### src/hw/rtl/att_pkg.sv
// ---------------------------------------------------------------------------
// att_pkg
// Shared constants, widths and types of the averaged threshold trigger.
// ---------------------------------------------------------------------------
`timescale 1ns / 1ps
`default_nettype none

package att_pkg;

    // Ring depth of the moving average
    localparam int RING_DEPTH = 8;

    // Field widths
    localparam int SAMPLE_W = 12;
    localparam int SLOT_W   = (RING_DEPTH > 1) ? $clog2(RING_DEPTH) : 1;
    localparam int CNT_W    = $clog2(RING_DEPTH + 1);
    localparam int SUM_W    = SAMPLE_W + CNT_W - 1;
    localparam int BIT_W    = $clog2(SUM_W);

    // Configuration port
    localparam int CFG_IDX_W  = 4;
    localparam int CFG_DATA_W = 12;
    localparam logic [CFG_IDX_W-1:0] REG_THRESHOLD = CFG_IDX_W'(0);
    localparam logic [CFG_IDX_W-1:0] REG_FILTER_EN = CFG_IDX_W'(1);
    localparam logic [SAMPLE_W-1:0]  THRESHOLD_RST = SAMPLE_W'(2048);

    // Command queue between front and back; depth is a power of two
    localparam int Q_DEPTH = 2;
    localparam int Q_PTR_W = (Q_DEPTH > 1) ? $clog2(Q_DEPTH) : 1;
    localparam int Q_CNT_W = $clog2(Q_DEPTH + 1);

    // Input item modes
    localparam logic MODE_SAMPLE = 1'b0;
    localparam logic MODE_CLEAR  = 1'b1;

    typedef enum logic [1:0] {
        CMD_CLEAR,
        CMD_PASS,
        CMD_AVG
    } t_cmd;

    typedef struct packed {
        t_cmd                cmd;
        logic [SAMPLE_W-1:0] sample;
        logic [SAMPLE_W-1:0] threshold;
    } t_cmd_item;

endpackage

`default_nettype wire

### src/hw/rtl/att_front.sv
// ---------------------------------------------------------------------------
// att_front
// Holds the configuration registers and classifies accepted words into
// commands for the back end.
// ---------------------------------------------------------------------------
`timescale 1ns / 1ps
`default_nettype none

module att_front (
    input  wire                              i_clk,
    input  wire                              i_rst_n,
    input  wire                              i_push,
    input  wire                              i_mode,
    input  wire [att_pkg::SAMPLE_W-1:0]      i_sample,
    input  wire                              i_q_full,
    output logic                             o_q_push,
    output att_pkg::t_cmd_item               o_q_item,
    input  wire                              i_cfg_valid,
    output logic                             o_cfg_ready,
    input  wire [att_pkg::CFG_IDX_W-1:0]     i_cfg_index,
    input  wire [att_pkg::CFG_DATA_W-1:0]    i_cfg_data,
    output logic                             o_ring_clr
);

    logic [att_pkg::SAMPLE_W-1:0] r_threshold;
    logic                         r_filter_en;
    logic                         cfg_we;

    assign o_cfg_ready = 1'b1;
    assign cfg_we      = i_cfg_valid && o_cfg_ready;

    // Register writes; a zero threshold is dropped
    always_ff @(posedge i_clk) begin
        if (!i_rst_n) begin
            r_threshold <= att_pkg::THRESHOLD_RST;
            r_filter_en <= 1'b0;
        end else if (cfg_we) begin
            if (i_cfg_index == att_pkg::REG_THRESHOLD &&
                i_cfg_data[att_pkg::SAMPLE_W-1:0] != '0) begin
                r_threshold <= i_cfg_data[att_pkg::SAMPLE_W-1:0];
            end
            if (i_cfg_index == att_pkg::REG_FILTER_EN) begin
                r_filter_en <= i_cfg_data[0];
            end
        end
    end

    // Disabling the filter empties the ring
    assign o_ring_clr = cfg_we && (i_cfg_index == att_pkg::REG_FILTER_EN) && !i_cfg_data[0];

    // Classify the incoming word
    always_comb begin
        o_q_push           = i_push && !i_q_full;
        o_q_item.sample    = i_sample;
        o_q_item.threshold = r_threshold;
        if (i_mode == att_pkg::MODE_CLEAR) begin
            o_q_item.cmd = att_pkg::CMD_CLEAR;
        end else if (r_filter_en) begin
            o_q_item.cmd = att_pkg::CMD_AVG;
        end else begin
            o_q_item.cmd = att_pkg::CMD_PASS;
        end
    end

endmodule

`default_nettype wire

### src/hw/rtl/att_queue.sv
// ---------------------------------------------------------------------------
// att_queue
// Short command queue that decouples the front end from the back end.
// ---------------------------------------------------------------------------
`timescale 1ns / 1ps
`default_nettype none

module att_queue (
    input  wire                i_clk,
    input  wire                i_rst_n,
    input  wire                i_push,
    input  att_pkg::t_cmd_item i_item,
    output logic               o_full,
    input  wire                i_pop,
    output logic               o_empty,
    output att_pkg::t_cmd_item o_item
);

    att_pkg::t_cmd_item                r_entry [att_pkg::Q_DEPTH];
    logic [att_pkg::Q_PTR_W-1:0]       r_wr_ptr;
    logic [att_pkg::Q_PTR_W-1:0]       r_rd_ptr;
    logic [att_pkg::Q_CNT_W-1:0]       r_count;
    logic                              do_push;
    logic                              do_pop;

    assign o_full  = (r_count == att_pkg::Q_CNT_W'(att_pkg::Q_DEPTH));
    assign o_empty = (r_count == '0);
    assign o_item  = r_entry[r_rd_ptr];
    assign do_push = i_push && !o_full;
    assign do_pop  = i_pop && !o_empty;

    // Store pushed words
    always_ff @(posedge i_clk) begin
        if (do_push) begin
            r_entry[r_wr_ptr] <= i_item;
        end
    end

    // Advance pointers and count
    always_ff @(posedge i_clk) begin
        if (!i_rst_n) begin
            r_wr_ptr <= '0;
            r_rd_ptr <= '0;
            r_count  <= '0;
        end else begin
            if (do_push) begin
                r_wr_ptr <= r_wr_ptr + 1'b1;
            end
            if (do_pop) begin
                r_rd_ptr <= r_rd_ptr + 1'b1;
            end
            unique case ({do_push, do_pop})
                2'b10:   r_count <= r_count + 1'b1;
                2'b01:   r_count <= r_count - 1'b1;
                default: r_count <= r_count;
            endcase
        end
    end

endmodule

`default_nettype wire

### src/hw/rtl/att_back.sv
// ---------------------------------------------------------------------------
// att_back
// Sequencer that runs the moving average ring, a bit-serial divider by the
// fill count, the two-state detector and the result register.
// ---------------------------------------------------------------------------
`timescale 1ns / 1ps
`default_nettype none

module att_back (
    input  wire                          i_clk,
    input  wire                          i_rst_n,
    input  wire                          i_q_empty,
    input  att_pkg::t_cmd_item           i_q_item,
    output logic                         o_q_pop,
    input  wire                          i_ring_clr,
    output logic                         o_empty,
    input  wire                          i_pop,
    output logic [att_pkg::SAMPLE_W-1:0] o_filtered,
    output logic                         o_triggered,
    output logic [att_pkg::SAMPLE_W-1:0] o_report_value
);

    typedef enum logic [2:0] {
        S_IDLE,
        S_SUM,
        S_DIV,
        S_DETECT,
        S_EMIT
    } t_state;

    localparam int SW = att_pkg::SAMPLE_W;
    localparam int CW = att_pkg::CNT_W;
    localparam int UW = att_pkg::SUM_W;

    t_state                          r_state;
    logic [SW-1:0]                   r_sample;
    logic [SW-1:0]                   r_thresh;
    logic [SW-1:0]                   r_value;
    logic [SW-1:0]                   r_ring [att_pkg::RING_DEPTH];
    logic [SW-1:0]                   r_old;
    logic [att_pkg::SLOT_W-1:0]      r_slot;
    logic [CW-1:0]                   r_fill;
    logic [UW-1:0]                   r_sum;
    logic [UW-1:0]                   r_quo;
    logic [CW-1:0]                   r_rem;
    logic [att_pkg::BIT_W-1:0]       r_bit;
    logic                            r_trig;
    logic [SW-1:0]                   r_held;
    logic [SW-1:0]                   r_last;
    logic                            r_out_valid;
    logic [SW-1:0]                   r_out_filtered;
    logic                            r_out_trig;
    logic [SW-1:0]                   r_out_report;

    logic                            ring_full;
    logic                            ring_we;
    logic [UW-1:0]                   n_sum;
    logic [CW-1:0]                   n_fill;
    logic [att_pkg::SLOT_W-1:0]      n_slot;
    logic [CW:0]                     rem_sh;
    logic                            quo_bit;
    logic [CW-1:0]                   n_rem;
    logic [UW-1:0]                   n_quo;
    logic                            out_free;
    logic                            emit_go;

    assign ring_full = (r_fill == CW'(att_pkg::RING_DEPTH));
    assign ring_we   = (r_state == S_SUM);
    assign out_free  = !r_out_valid || i_pop;
    assign emit_go   = (r_state == S_EMIT) && out_free;
    assign o_q_pop   = (r_state == S_IDLE) && !i_q_empty;

    // Ring update: drop the oldest entry once full, add the new sample
    always_comb begin
        n_sum  = r_sum - (ring_full ? UW'(r_old) : '0) + UW'(r_sample);
        n_fill = ring_full ? r_fill : r_fill + 1'b1;
        n_slot = (r_slot == att_pkg::SLOT_W'(att_pkg::RING_DEPTH - 1)) ? '0 : r_slot + 1'b1;
    end

    // One restoring division step per cycle
    always_comb begin
        rem_sh  = {r_rem, r_quo[UW-1]};
        quo_bit = (rem_sh >= {1'b0, r_fill});
        n_rem   = quo_bit ? CW'(rem_sh - {1'b0, r_fill}) : rem_sh[CW-1:0];
        n_quo   = {r_quo[UW-2:0], quo_bit};
    end

    // Ring storage, read data registered
    always_ff @(posedge i_clk) begin
        if (ring_we) begin
            r_ring[r_slot] <= r_sample;
        end
        r_old <= r_ring[r_slot];
    end

    // Sequencer, detector and result register
    always_ff @(posedge i_clk) begin
        if (!i_rst_n) begin
            r_state     <= S_IDLE;
            r_slot      <= '0;
            r_fill      <= '0;
            r_sum       <= '0;
            r_trig      <= 1'b0;
            r_held      <= '0;
            r_last      <= '0;
            r_out_valid <= 1'b0;
        end else begin
            // Load a new result word or drop the popped one
            r_out_valid <= emit_go || (r_out_valid && !i_pop);
            if (i_ring_clr) begin
                r_slot <= '0;
                r_fill <= '0;
                r_sum  <= '0;
            end
            unique case (r_state)
                S_IDLE: begin
                    if (!i_q_empty) begin
                        r_sample <= i_q_item.sample;
                        r_thresh <= i_q_item.threshold;
                        r_value  <= i_q_item.sample;
                        unique case (i_q_item.cmd)
                            att_pkg::CMD_CLEAR: begin
                                r_trig  <= 1'b0;
                                r_held  <= '0;
                                r_slot  <= '0;
                                r_fill  <= '0;
                                r_sum   <= '0;
                                r_state <= S_EMIT;
                            end
                            att_pkg::CMD_AVG: begin
                                r_state <= S_SUM;
                            end
                            default: begin
                                r_state <= S_DETECT;
                            end
                        endcase
                    end
                end
                S_SUM: begin
                    r_sum   <= n_sum;
                    r_fill  <= n_fill;
                    r_slot  <= n_slot;
                    r_quo   <= n_sum;
                    r_rem   <= '0;
                    r_bit   <= att_pkg::BIT_W'(UW - 1);
                    r_state <= S_DIV;
                end
                S_DIV: begin
                    r_quo <= n_quo;
                    r_rem <= n_rem;
                    r_bit <= r_bit - 1'b1;
                    if (r_bit == '0) begin
                        r_value <= n_quo[SW-1:0];
                        r_state <= S_DETECT;
                    end
                end
                S_DETECT: begin
                    r_last <= r_value;
                    if (!r_trig) begin
                        if (r_value > r_thresh) begin
                            r_trig <= 1'b1;
                            r_held <= r_value;
                        end
                    end else begin
                        r_held <= r_value;
                        if (r_value <= r_thresh) begin
                            r_trig <= 1'b0;
                        end
                    end
                    r_state <= S_EMIT;
                end
                S_EMIT: begin
                    if (out_free) begin
                        r_out_filtered <= r_last;
                        r_out_trig     <= r_trig;
                        r_out_report   <= r_held;
                        r_state        <= S_IDLE;
                    end
                end
                default: begin
                    r_state <= S_IDLE;
                end
            endcase
        end
    end

    assign o_empty        = !r_out_valid;
    assign o_filtered     = r_out_filtered;
    assign o_triggered    = r_out_trig;
    assign o_report_value = r_out_report;

endmodule

`default_nettype wire

### src/hw/rtl/averaged_threshold_trigger_unit.sv
// ---------------------------------------------------------------------------
// averaged_threshold_trigger_unit
// Moving-average threshold detector: front end with configuration and a
// command queue, back end with ring, serial divider and detector.
// ---------------------------------------------------------------------------
// Flow: an averaged sample runs through S_IDLE, S_SUM, S_DIV, S_DETECT and
//   S_EMIT; a raw sample skips S_SUM and S_DIV, a clear word goes to S_EMIT.
// A new command is taken only after S_EMIT, which waits for a free result
//   register; the serial divider by the fill count gives one bit per cycle.
// Reset: synchronous, active low; clears the queue, detector, ring count and sum.
//   Ring entries are not swept; the fill count masks stale entries.
`timescale 1ns / 1ps
`default_nettype none

module averaged_threshold_trigger_unit (
    input  wire                              i_clk,
    input  wire                              i_rst_n,
    input  wire                              i_push,
    output logic                             o_full,
    input  wire                              i_mode,
    input  wire [att_pkg::SAMPLE_W-1:0]      i_sample,
    output logic                             o_empty,
    input  wire                              i_pop,
    output logic [att_pkg::SAMPLE_W-1:0]     o_filtered,
    output logic                             o_triggered,
    output logic [att_pkg::SAMPLE_W-1:0]     o_report_value,
    input  wire                              i_cfg_valid,
    output logic                             o_cfg_ready,
    input  wire [att_pkg::CFG_IDX_W-1:0]     i_cfg_index,
    input  wire [att_pkg::CFG_DATA_W-1:0]    i_cfg_data
);

    att_pkg::t_cmd_item wr_item;
    att_pkg::t_cmd_item rd_item;
    logic               q_push;
    logic               q_full;
    logic               q_empty;
    logic               q_pop;
    logic               ring_clr;

    assign o_full = q_full;

    // Accept and classify words
    att_front u_front (
        .i_clk       (i_clk),
        .i_rst_n     (i_rst_n),
        .i_push      (i_push),
        .i_mode      (i_mode),
        .i_sample    (i_sample),
        .i_q_full    (q_full),
        .o_q_push    (q_push),
        .o_q_item    (wr_item),
        .i_cfg_valid (i_cfg_valid),
        .o_cfg_ready (o_cfg_ready),
        .i_cfg_index (i_cfg_index),
        .i_cfg_data  (i_cfg_data),
        .o_ring_clr  (ring_clr)
    );

    // Hold commands between the two sides
    att_queue u_queue (
        .i_clk   (i_clk),
        .i_rst_n (i_rst_n),
        .i_push  (q_push),
        .i_item  (wr_item),
        .o_full  (q_full),
        .i_pop   (q_pop),
        .o_empty (q_empty),
        .o_item  (rd_item)
    );

    // Carry out commands
    att_back u_back (
        .i_clk          (i_clk),
        .i_rst_n        (i_rst_n),
        .i_q_empty      (q_empty),
        .i_q_item       (rd_item),
        .o_q_pop        (q_pop),
        .i_ring_clr     (ring_clr),
        .o_empty        (o_empty),
        .i_pop          (i_pop),
        .o_filtered     (o_filtered),
        .o_triggered    (o_triggered),
        .o_report_value (o_report_value)
    );

endmodule

`default_nettype wire

### config.mk
export PLATFORM = sky130hd
export DESIGN_NAME = averaged_threshold_trigger_unit
export DESIGN_NICKNAME = d
export VERILOG_FILES = /design/src/hw/rtl/att_pkg.sv /design/src/hw/rtl/att_front.sv /design/src/hw/rtl/att_queue.sv /design/src/hw/rtl/att_back.sv /design/src/hw/rtl/averaged_threshold_trigger_unit.sv
export SDC_FILE = /design/constraint.sdc
export NUM_CORES = 1
export LEC_CHECK = 0
export BUFFER_PORTS_ARGS = -buffer_cell sky130_fd_sc_hd__buf_2
export CAP_MARGIN = 20
export CELL_PAD_IN_SITES_DETAIL_PLACEMENT = 1
export CELL_PAD_IN_SITES_GLOBAL_PLACEMENT = 1
export CORE_MARGIN = 2
export CORE_UTILIZATION = 51
export DETAILED_ROUTE_END_ITERATION = 6
export PLACE_DENSITY_LB_ADDON = 0.1
export SYNTH_ARGS = -nofsm -noshare
export SYNTH_HDL_FRONTEND = slang
export SYNTH_SLANG_ARGS = --single-unit
### constraint.sdc
create_clock -name i_clk -period 4.75 [get_ports i_clk]
set_clock_uncertainty 0.1 [all_clocks]
set_input_delay 0.95 -clock i_clk [delete_from_list [all_inputs] [get_ports i_clk]]
set_output_delay 0.95 -clock i_clk [all_outputs]
set_load 0.005 [all_outputs]
==> out/qor.yml, run 1 <==
core_area_um2: 25800
synth_area_um2: 13300
critPathCaptureType: "flip-flop"
antenna_found_initial: 1
wire_per_inst_um: 21.5
postCtsHoldBufs: 0
synth_top_area_share_pct: 52.4
yosysWarnings: 0
design_area_um2: 15300
finalSetupTns_ns: 0
ant_nets: 0
htree_levels: 2
ios: 62
cts_sinks: 313
async_reset_ff_share_pct: 0
drt_iter0_markers: 473
synth-compound-area-share_pct: 8.54
clk_latency_ns: 0.51
rows: 59
synthToLayoutAreaGrowth_pct: 14.8
leakage_nw: 5.53
yosysUniqueCellTypes: 74
die_w_um: 165
synth_enable_flop_cells: 232
dpl.hpwl_um: 20700
setup_violations: 0
critPathMaxFanout: 15
synth_flop_cell: "edfxtp_1"
place.port_buffers: 60
cp-start-kind: "flip-flop"
place_area_um2: 14000
synth-simple-area-share_pct: 8.72
ys_top_cells_by_area: "edfxtp_1 52%, dfxtp_1 12%, mux2_2 4.0%"
track_usage_pct: 23.3
post-route-period-util_pct: 83.0
synth_top_family_by_area: "simple AND/OR/NAND/NOR gates"
rsz0062_at_grt: "no"
timing.hold.ws_ns: 0.331
grt_pass1_vias: 8487
syn_avg_cell_area_um2: 13.2
ys_seq_elements: 313
synth-xor-area-share_pct: 1.36
finalWirelength_um: 30900
drive_gt1_share_pct: 20.1
post_cts_buffers: 0
drt_first_pass_iters: 4
fp.dieArea_um2: 27400
criticalPathCategory: "reg2reg"
drc: 0
status: "finished, final reports clean"
cts_tree: "yes"
finalHoldViolCount: 0
hold_class: "reg2reg"
vias: 8118
synthMuxAreaShare_pct: 7.41
cts-root-buf: "clkbuf_16"
drv_cap: 0
grt_max_degree: 38
vias_per_cell: 5.65
ys_seq_area_share_pct: 64.7
synth_common_cells: "232 x edfxtp_1, 81 x dfxtp_1, 81 x nand2_1, 79 x nor2_1, 78 x inv_1"
gp_congestion: 0.810
power.density_nw_per_um2: 593
cts_buffers: 34
grt_pass1_wl_um: 48100
netlist_instances: 1005
nets: 1160
fin_crit_ns: 3.94
worst_pin_slew_ns: 0.959
slew_viol_final: 0
chipHeight_um: 165
required_ns: 4.87
max_slew_margin_pct: 36.0
cts_max_path_buffers: 3
ctsResizeCount: 0
ir_worst_vdd_mv: 0.349
synthAdderAreaFrac_pct: 5.44
worstPathArrival_ns: 4.06
yosysTopAreaCell: "edfxtp_1"
fmax_ghz: 0.254
initial_utilization_pct: 51.4
grt_overflow: 0
clkTransAtPathRegs_ns: 0.06
post-synth-top-count-cell: "edfxtp_1"
synth_fp_nets: 1089
-- cells in the final DEF (no fill, tap or decap), types with 5 or more instances in the layout --
master,Yosys,layout
nor2b_1,10,10
and3_1,5,5
nand2_1,81,81
buf_2,13,60
nand3_1,11,11
mux2i_1,23,23
nand4_1,6,6
o2111ai_1,12,12
xor2_1,7,7
and2_1,18,18
o21ai_0,20,20
nand2b_1,5,5
clkinv_2,0,5
clkbuf_16,0,38
bufinv_16,0,5
a22oi_1,14,14
nor3_2,0,5
o211ai_1,5,5
mux4_2,10,10
nor3_1,14,9
xnor2_1,11,11
nor2_1,79,78
o21ai_2,10,10
a31oi_1,5,5
a21oi_1,52,51
fa_1,13,13
clkinv_1,1,5
inv_1,78,77
ha_1,37,37
dfxtp_1,81,80
mux2_2,47,47
edfxtp_1,232,232
buf_4,2,22
-- power breakdown --
part           leakage [nW]  switching, W  internal (W)  total (W)
clock network         0.603       0.00106       0.00178    0.00285
registers              2.77      0.000304       0.00351    0.00381
logic                  2.16       0.00145      0.000947    0.00239
total                  5.53       0.00282       0.00624    0.00905
-- layout make-up --
type                       count  area [um2]
clock inverter                16         206
fill                        2579       10600
timing repair buffer          83         493
sequential                   313        8590
inverter                      79         297
tap                          335         419
antenna                        1        2.50
multi-input combinational    565        4230
clock buffer                  46        1020
-- per-stage QoR --
stage | std cells | setup WS, ns | util [%] | total power, W
floorplan | 1005 | 0.893 | - | 0.00547
global placement | 1374 | 1.03 | 54.2 | 0.00613
detailed placement | 1375 | 0.914 | 54.3 | 0.00622
CTS | 1437 | 0.857 | 59.0 | 0.00909
global route | 1438 | 0.509 | 59.0 | 0.00951
finish | 1438 | 0.805 | 59.0 | 0.00905
-- cell families after synthesis --
family,Yosys count
XOR/XNOR,19
AO/OA/AOI/OAI,166
multiplexers,80
AND/OR/NAND/NOR,249
buffers and inverters,127
flip-flops,313
adder cells (fa/ha/maj),50
other,1
-- critical path, cell delays in order, from the launching register on --
cell and delay (ns):
dfxtp_1 0.42, inv_1 0.10, ha_1 0.18, and3_1 0.34
and2_1 0.25, fa_1 0.54, inv_1 0.06, ha_1 0.31
a21oi_1 0.27, nor2_1 0.11, or3_4 0.37, a221oi_2 0.35
xor2_1 0.16, o21ai_0 0.09
-- final timing paths --
| path | from | end | slack, ns | cells past startpoint |
|---|---|---|---|---|
| max | u_back.r_fill[1] | u_back.r_quo[11] | 0.81 | 13 |
| min | u_back.r_held[2] | u_back.o_report_value[2] | 0.33 | 0 |
| max reg2reg | u_back.r_fill[1] | u_back.r_quo[11] | 0.81 | 13 |
| min reg2reg | u_back.r_held[2] | u_back.o_report_value[2] | 0.33 | 0 |
-- metal layers --
metal / GRT usage (%) / vias to the layer above / share of wire, %
li1: - / 3800 / -
met1: 32.9 / 4132 / 47
met2: 38.4 / 146 / 48
met3: 3.65 / 40 / 3.4
met4: 5.49 / 0 / 1.8
met5: 0 / - / 0
-- sequential cells by signal (all words and copies together) (netlist names), 2 cells and up, named ones only --
signal	flops
u_back.r_fill	4
u_back.r_sum	15
u_back.r_held	12
u_back.r_ring	96
u_back.r_slot	3
u_back.r_quo	15
u_back.r_value	12
u_back.r_bit	4
u_back.r_last	12
u_back.r_state	3
u_front.r_threshold	12
u_back.r_rem	4
u_back.r_thresh	12
u_back.r_sample	12
u_back.o_report_value	12
u_queue.r_entry	52
u_back.r_old	12
u_queue.r_count	2
u_back.o_filtered	12
No activity file was read; power rests on OpenSTA's default activity.
==> run 2, diff against run 1 <==
--- a/config.mk
+++ b/config.mk
@@ -5,12 +5,13 @@
 export SDC_FILE = /design/constraint.sdc
 export NUM_CORES = 1
 export LEC_CHECK = 0
+export ABC_AREA = 1
 export BUFFER_PORTS_ARGS = -buffer_cell sky130_fd_sc_hd__buf_2
 export CAP_MARGIN = 20
 export CELL_PAD_IN_SITES_DETAIL_PLACEMENT = 1
 export CELL_PAD_IN_SITES_GLOBAL_PLACEMENT = 1
 export CORE_MARGIN = 2
-export CORE_UTILIZATION = 51
+export CORE_UTILIZATION = 44
 export DETAILED_ROUTE_END_ITERATION = 6
 export PLACE_DENSITY_LB_ADDON = 0.1
 export SYNTH_ARGS = -nofsm -noshare
==> constraint.sdc (replaced) <==
create_clock -name i_clk -period 3.29 [get_ports i_clk]
set_clock_uncertainty 0.1 [all_clocks]
set_input_delay 0.658 -clock i_clk [delete_from_list [all_inputs] [get_ports i_clk]]
set_output_delay 0.658 -clock i_clk [all_outputs]
set_load 0.005 [all_outputs]
==> out/qor.yml, run 2 <==
cts_max_path_buffers: 3
place.port_buffers: 60
post-synth-top-count-cell: "nand2_1"
criticalPathCategory: "reg2reg"
critPathMaxFanout: 11
largestRegisters: "u_back.r_ring x96, u_queue.r_entry x52"
slew_viol_final: 0
synth_common_cells: "300 x nand2_1, 232 x edfxtp_1, 180 x inv_1, 105 x nor2_1, 81 x dfxtp_1"
grt_pass1_vias: 9192
fp.dieArea_um2: 31400
synthToLayoutAreaGrowth_pct: 15.5
gp_congestion: 0.843
ys_seq_area_share_pct: 65.1
power.density_nw_per_um2: 876
clkTransAtPathRegs_ns: 0.06
fillCellCount: 3260
cts_tree: "yes"
leakage_nw: 6.30
grt_overflow: 0
die_w_um: 177
worstPathArrival_ns: 3.21
synth_area_um2: 13200
cts_sinks: 313
synth-simple-area-share_pct: 15.1
largest_reg_flops: 96
hold_class: "in2reg"
netlist_instances: 1244
drv_cap: 0
dpl.hpwl_um: 21900
syn_avg_cell_area_um2: 10.6
ios: 62
grt_max_degree: 58
rows: 63
async_reset_ff_share_pct: 0
nets: 1414
synth_fp_nets: 1328
drc: 0
cts-root-buf: "clkbuf_16"
ys_top_cells_by_area: "edfxtp_1 53%, dfxtp_1 12%, nand2_1 8.5%"
grt_pass1_wl_um: 50700
vias: 8868
required_ns: 3.44
synth-compound-area-share_pct: 7.28
finalSetupTns_ns: 0
multi_input_area_um2: 3820
initial_utilization_pct: 44.6
max_slew_margin_pct: 54.1
clk_latency_ns: 0.53
regArea_um2: 8590
drive_gt1_share_pct: 12.1
cp-start-kind: "flip-flop"
synthMuxAreaShare_pct: 0
drt_first_pass_iters: 5
chipHeight_um: 177
yosysWarnings: 0
antenna_found_initial: 0
core_area_um2: 29600
synthAdderAreaFrac_pct: 5.48
synth_flop_cell: "edfxtp_1"
finalWirelength_um: 31900
ys_seq_elements: 313
finalHoldViolCount: 0
synth_top_area_share_pct: 52.8
synth_top_family_by_area: "simple AND/OR/NAND/NOR gates"
largest_register: "u_back.r_ring"
vias_per_cell: 5.08
yosysUniqueCellTypes: 44
wire_per_inst_um: 18.3
place_worst_setup_slack_ns: 0.0912
drt_iter0_markers: 577
track_usage_pct: 21.1
critPathCaptureType: "flip-flop"
finalWorstSetupSlack_ns: 0.234
layout_common_cells: "300 x nand2_1, 232 x edfxtp_1, 180 x inv_1, 102 x nor2_1, 81 x dfxtp_1"
postCtsHoldBufs: 0
ant_nets: 0
worst_pin_slew_ns: 0.688
diodes: 0
setup_violations: 0
fin_crit_ns: 3.06
post-route-period-util_pct: 92.9
p_total_w: 0.0133
yosysTopAreaCell: "edfxtp_1"
synth-xor-area-share_pct: 0.531
stdcell_count: 1747
synth_enable_flop_cells: 232
cts_buffers: 35
fmax_ghz: 0.327
ir_worst_vdd_mv: 0.448
htree_levels: 2
status: "finished, final reports clean"
dp.cells: 1683
mostFrequentLayoutCell: "nand2_1"
-- run 2: per-layer routing --
layer,vias up,GRT usage [%],share of wire (%)
met1,4309,29.8,47
met2,190,33.6,46
met5,-,0,0
met3,57,3.72,4.9
met4,0,5.72,2.3
li1,4312,-,-
-- run 2: power by group --
group	switching (W)	leakage (nW)	internal (W)
logic	0.00270	2.93	0.00126
clock network	0.00158	0.575	0.00229
registers	0.000367	2.79	0.00515
total	0.00465	6.30	0.00870
-- run 2: final cells by class --
type / count / share of cell area (%)
Timing Repair Buffer: 85 / 3.23
Tap cell: 390 / 3.20
Inverter: 183 / 4.51
Clock inverter: 11 / 0.780
Multi-Input combinational cell: 712 / 25.1
Clock buffer: 53 / 6.85
Sequential cell: 313 / 56.4
-- run 2: critical path, stage by stage (launching register included) --
cell and delay [ns]:
dfxtp_1 0.32, inv_1 0.07, ha_1 0.24, nand3_4 0.13, buf_6 0.17, nor2_1 0.07, fa_1 0.47, inv_1 0.04
ha_1 0.34, nand2_1 0.09, inv_1 0.06, a21oi_1 0.14, nand2_1 0.14, nand2_1 0.12, nand3_1 0.10, nand3_1 0.09
o21ai_0 0.08
-- run 2: final timing paths --
path / startpoint / end / slack, ns / cells after the start
worst max-delay path: u_back.r_fill[0] / u_back.r_quo[11] / 0.23 / 16
worst min-delay path: i_sample[11] / u_queue.r_entry[1][23] / 0.22 / 1
worst max register to register: u_back.r_fill[0] / u_back.r_quo[11] / 0.23 / 16
worst min register to register: u_back.r_last[1] / u_back.o_filtered[1] / 0.33 / 0
-- run 2: what timing repair did --
item / 4_1_cts / 5_1_grt
buffers inserted: 0 / 0
setup endpoints to repair: 0 / 17
resized for setup: 0 / 9
-- run 2: logic make-up after synthesis --
| family | count (synthesis) |
|---|---|
| AOI/OAI and AO/OA | 162 |
| xor gates and xnor gates | 8 |
| adders and majority gates | 50 |
| buffers and inverters | 219 |
| DFF | 313 |
| other | 1 |
| and+or+nand+nor | 491 |
-- run 2: per-stage QoR --
step	utilization [%]	area [um2]	hold WS (ns)
6_report	51.5	15200	0.217
5_1_grt	51.5	15200	0.204
4_1_cts	51.4	15200	0.206
3_5_place_dp	47.4	14000	0.317
3_3_place_gp	47.4	14000	0.317
2_1_floorplan	-	13200	0.308
